## config.mk

```make
export PLATFORM = sky130hd
export DESIGN_NAME = kls_cell
export DESIGN_NICKNAME = d
export VERILOG_FILES = /design/src/rtl/core/kls_pkg.sv /design/src/rtl/core/kls_cell.sv
export SDC_FILE = /design/constraint.sdc
export NUM_CORES = 1
export LEC_CHECK = 0
export ABC_AREA = 1
export BUFFER_PORTS_ARGS = -buffer_cell sky130_fd_sc_hd__buf_2
export CORE_AREA = 2 2 91 93
export DETAILED_ROUTE_END_ITERATION = 8
export DIE_AREA = 0 0 93 95
export PLACE_DENSITY_LB_ADDON = 0.3
export SYNTH_ARGS = -nofsm -noshare
export SYNTH_HDL_FRONTEND = slang
export SYNTH_SLANG_ARGS = --single-unit
```

## constraint.sdc

```tcl
create_clock -name clk -period 3.4 [get_ports clk]
set_input_delay 1.02 -clock clk [delete_from_list [all_inputs] [get_ports clk]]
set_output_delay 1.02 -clock clk [all_outputs]
set_load 0.05 [all_outputs]
```

## src/rtl/core/kls_pkg.sv

```systemverilog
// kls_pkg: shared constants, the cell-to-cell link type and the rank clamp
// for the k-th largest stream tracker. No dependencies.
package kls_pkg;

  localparam int MAX_RANK = 64;
  localparam int DATA_W   = 32;
  localparam int RANK_W   = 7;
  localparam int IDX_W    = $clog2(MAX_RANK);

  // what one cell shows its lower neighbor
  typedef struct packed {
    logic                     gt;   // new value goes ahead of this cell's value
    logic                     vld;  // cell holds a value inside the current rank
    logic signed [DATA_W-1:0] val;
  } link_t;

  // zero acts as one, anything above capacity acts as capacity
  function automatic logic [RANK_W-1:0] eff_rank(input logic [RANK_W-1:0] rank);
    logic [RANK_W-1:0] r;
    begin
      r = rank;
      if (rank == '0) begin
        r = RANK_W'(1);
      end else if (rank > RANK_W'(MAX_RANK)) begin
        r = RANK_W'(MAX_RANK);
      end
      return r;
    end
  endfunction

endpackage

```

## src/rtl/core/kls_cell.sv

```systemverilog
// kls_cell: one slot of the sorted insertion chain; keeps one value and its
// valid bit, takes the upper neighbor's value when the new one lands above.
// Depends on kls_pkg.
module kls_cell (
  input  logic                             clk,
  input  logic                             rst_n,
  input  logic                             load,
  input  logic                             in_rng,
  input  logic signed [kls_pkg::DATA_W-1:0] din,
  input  kls_pkg::link_t                   link_in,
  output kls_pkg::link_t                   link_out
);
  import kls_pkg::*;

  logic signed [DATA_W-1:0] val_r, val_nxt;
  logic                     vld_r, vld_nxt;
  logic                     vld_eff;
  logic                     gt;

  // entries past the current rank count as empty
  assign vld_eff = vld_r & in_rng;
  assign gt      = !vld_eff || (din > val_r);

  always_comb begin
    val_nxt = val_r;
    vld_nxt = vld_r;
    if (load) begin
      if (gt) begin
        val_nxt = link_in.gt ? link_in.val : din;
      end
      vld_nxt = in_rng & (vld_eff | link_in.vld);
    end
  end

  always_ff @(posedge clk) begin
    if (!rst_n) begin
      vld_r <= 1'b0;
    end else begin
      vld_r <= vld_nxt;
    end
  end

  always_ff @(posedge clk) begin
    val_r <= val_nxt;
  end

  assign link_out = '{gt: gt, vld: vld_eff, val: val_r};

endmodule

```

# --- Yosys cells after proc, flatten, opt, wreduce, memory -nomap -nowiden ---
# Index checks and enable logic that the tools add are counted.
word_totals:
  reg_bits: 33
  latch_bits: 0
  mem_bits_rw: 0
  mem_bits_ro: 0
  in_bits: 70
  out_inout_bits: 34
  wordCells: 10
  n_memories: 0
classes:
  addsub: 0
  mul: 0
  div: 0
  magnitude_cmp: 1
  eq_ne: 0
  shifts: 0
  muxes: 1
  bitwise_logic: 3
  reduce_logical: 3
ops:
  columns: ["operator", "count"]
  rows:
  - ["$gt A32 B32 Y1", 1]
  - ["$mux W32", 1]
  - ["$and A1 B1 Y1", 2]
  - ["$reduce_and A2 Y1", 1]
  - ["$logic_not A1 Y1", 1]
  - ["$logic_or A1 B1 Y1", 1]
  - ["$or A1 B1 Y1", 1]

# --- Logic depth before layout (Yosys ltp) ---
logic_depth:
  depth_word: 4
  mapped_depth: 17
  mapped_depth_nobuf: 16

# --- Worst setup path before layout ---
# OpenSTA, ideal clock, no wires.
synth_timing:
  path_kind: "input to register"
  startpoint: "in din[19] (netlist name)"
  endpoint: "reg val_r[0], enable pin"
  setup_time_ps: 400
  arrival_time_ps: 2967
  required_time_ps: 3000
  path_slack_ps: 33
  stages: 9
  n_path_buf: 0
  cell_sequence: "ha_1 > a21o_1 > o21ai_1 > nand2_1 > a21oi_4 > nand2_1 > nand2_1 > nand3_2 > a21oi_2"
synth_between:
  elab_chain_cells: 3
synth_rtl:
  columns: ["element", "line", "rtl"]
  rows:
  - ["from (decl)", "kls_cell.sv:9", "input logic signed [kls_pkg::DATA_W-1:0] din,"]
  - ["$gt A32 B32 Y1", "kls_cell.sv:22", "assign gt = !vld_eff || (din > val_r);"]
  - ["$logic_or A1 B1 Y1", "kls_cell.sv:22", null]
  - ["$reduce_and A2 Y1 (no line)", null, null]
  - ["to (signal assigned)", "kls_cell.sv:44", "val_r <= val_nxt;"]
  - ["to (decl)", "kls_cell.sv:15", "logic signed [DATA_W-1:0] val_r, val_nxt;"]
# No other way between the ends.
# A chain may end at the register's enable or synchronous reset.

==> summary.md <==
| Metric | Value |
|---|---|
| Hold Path Sink | `vld_r` |
| ANT cells | `0` |
| Drt drc | `0` |
| GR Util All Layers | `12.6%` |
| GPL Wtd Cong | `0.727` |
| Global route overflow | `0` |
| Hold Vio Cnt, Final | `0` |
| TritonCTS Buffers | `5` |
| CTS root buffer | `clkbuf_8` |
| CTS tree | `done` |
| Syn_area_per_cell | `10.4 um^2` |
| Setup-failing EPs final | `0` |
| Ports | `104` |
| R2r startpoint | `val_r[7]` |
| Fmax | `296 MHz` |
| Yosys reg bits | `33` |
| Worst Path Required | `2.38 ns` |
| Area of the multi-input gates | `1480 um^2` |
| Filler cell count | `788` |
| Post-DP HPWL | `4120 um` |
| Post-Synthesis Cells | `223` |
| P_leak | `0.00159 uW` |
| Final ANT Viol Nets | `0` |
| Syn-to-layout area delta | `49.6%` |
| Max-cap viol count | `0` |
| Post-synthesis sequential area ratio | `42.5%` |
| Total iterations of the first detailed-routing run | `4` |
| Initial Util | `29.1%` |
| Clk buf depth | `2` |
| Slew HR | `45.9%` |
| Cells on worst reg2reg path | `14` |
| Ys Warns | `0` |
| Worst Path Max Fanout | `2` |
| Power Dens Cells | `347 nW/um^2` |
| Num Clock Sinks | `33` |
| Outcome | `finished, final reports clean` |
| Area of the die | `8840 um^2` |
| Worst Max-Slew Pin Slew | `0.812 ns` |
| Largest net degree at the start of global routing | `34` |
| Routed wire length per instance | `12.2 um` |
| Worst-path clk slew | `0.07 ns` |
| Final period util | `99.2%` |
| Max Slew Vio Count | `0` |
| DR iter-0 viols | `32` |
| Setup tns final | `0 ns` |
| Vias per inst | `4.36` |
| RSZ-0062 raised after global routing | `yes` |
| Yosys cell types | `27` |
| Nets | `438` |
| DP Cell Count | `433` |
| DP Area | `2990 um^2` |
| CP Data Arrival Time | `2.35 ns` |
| Setup crit start kind | `input port` |
| Core region area | `7930 um^2` |
| Die Wd | `93 um` |
| Die Y | `95 um` |
| Pwr Total | `1200 uW` |
| Critical path endpoint category | `output pin` |
| Worst min-delay path class | `flop to flop` |
| Syn nets | `325` |
| Vias in the first global route | `1932` |
| First-pass GRT wire length | `8710 um` |
| Antenna violations before repair | `0` |
| Non-Filler Instances | `441` |
| Worst hold stages | `2` |
| CTS H-tree depth | `2` |
| Sequential cell area | `981 um^2` |
| Final wirelength | `5380 um` |
| Final core occ | `43.6%` |
| Worst-case clock skew | `0.00372 ns` |
| Syn Std Cell Area | `2310 um^2` |
| Worst IR Drop VDD | `132 uV` |
| Final Critical Period | `3.37 ns` |
| Port Buf Inserts | `103` |
| Design area | `3450 um^2` |
| FF-to-FF End | `val_r[5]` |
| Critical path class | `input port to output pin` |
| Worst skew pair latency | `0.28 ns` |
| Routed via count | `1923` |
| HP Start | `vld_r` |
| R2r setup slk | `1.06 ns` |
| Share of layout cells above drive strength 1 | `52.1%` |
| FP Rows | `33` |
## cell type report
type,instances,area share (%)
multi-input cells,141,42.8
flip-flops and latches,33,28.4
repair buffers,112,18.1
inverters,43,4.67
well taps,105,3.80
clock buffers,6,2.10
clock inverters,1,0.109
## Yosys cell counts (all sizes together)
library cell  count  area, um^2
a21o              2        15.0
a21oi            16        95.1
buf               5        30.0
clkbuf            1        3.75
dfxtp             1        20.0
edfxtp           32         961
ha               32         400
inv              43         161
mux2             31         349
nand2            36         138
nand3             3        20.0
nand4             2        12.5
nor2              9        36.3
nor3              2        20.0
nor4              1        6.26
o21a              2        16.3
o21ai             5        25.0
## power breakdown
group / leakage [uW] / internal (uW) / switching (uW)
clock network: 0.0000387 / 138 / 150
logic: 0.00123 / 166 / 249
registers: 0.000321 / 483 / 13.0
## placed cells by master, fill, tap and decap left out, drive strengths merged, types with 3 or more instances in the layout
| cell | Yosys | routed |
|---|---|---|
| buf | 5 | 112 |
| a21oi | 16 | 16 |
| inv | 43 | 43 |
| clkbuf | 1 | 6 |
| o21ai | 5 | 5 |
| nand2 | 36 | 36 |
| edfxtp | 32 | 32 |
| ha | 32 | 32 |
| mux2 | 31 | 31 |
| nand3 | 3 | 3 |
| nor2 | 9 | 9 |
## metrics by stage
step	hold slack (ns)	setup WS (ns)
final	0.517	0.0258
after global routing	0.560	-0.0871
after detailed placement	0.502	-0.146
after global placement	0.476	-0.151
after floorplan	0.451	0.0326
after CTS	0.522	-0.00521
## sequential cells by signal (all words and copies together) (netlist names)
| name | flops |
|---|---|
| vld_r | 1 |
| val_r | 32 |
## cells by family (layout without fill, tap and decap cells)
family,count (synthesis),in the layout,share of synthesized area (%)
adder cells (fa/ha/maj),32,32,17.3
AO/OA/AOI/OAI,25,25,6.55
multiplexers,31,31,15.1
AND/OR/NAND/NOR,53,53,10.1
buffers and inverters,49,162,8.45
flip-flops,33,33,42.5
## metal layers
layer | GRT usage (%) | vias to the layer above | part of all wire (%)
met3 | 3.27 | 6 | 6.2
met2 | 21.3 | 64 | 48
li1 | - | 981 | -
met5 | 0 | - | 0
met1 | 15.9 | 872 | 44
met4 | 3.43 | 0 | 1.1
## how the worst max path moves through the flow
stage / start / end / slack [ns] / cells after the start
2_1_floorplan: din[19] / val_r[0] / 0.03 / 9
3_3_place_gp: din[27] / link_out[33] / -0.15 / 12
3_5_place_dp: din[27] / link_out[33] / -0.15 / 12
4_1_cts: din[11] / link_out[33] / -0.005 / 12
5_1_grt: din[22] / link_out[33] / -0.09 / 12
6_report: din[10] / link_out[33] / 0.03 / 11
## critical path, stage by stage
cell and delay [ns]:
buf_2 0.12, ha_4 0.26, nand4_1 0.09, nor3_2 0.20, nand2_1 0.07, nand2_1 0.09
nand2_1 0.08, nand3_1 0.10, nand3_2 0.10, nand2_2 0.08, buf_8 0.14
## what timing repair did
item,in CTS,in global routing
endpoints found under the setup margin,1,1
hold buffers,0,0
resized for setup,44,16
setup buffers,1,0
cloned,0,0
pin swaps,35,16
(Power assumes the default switching activity.)
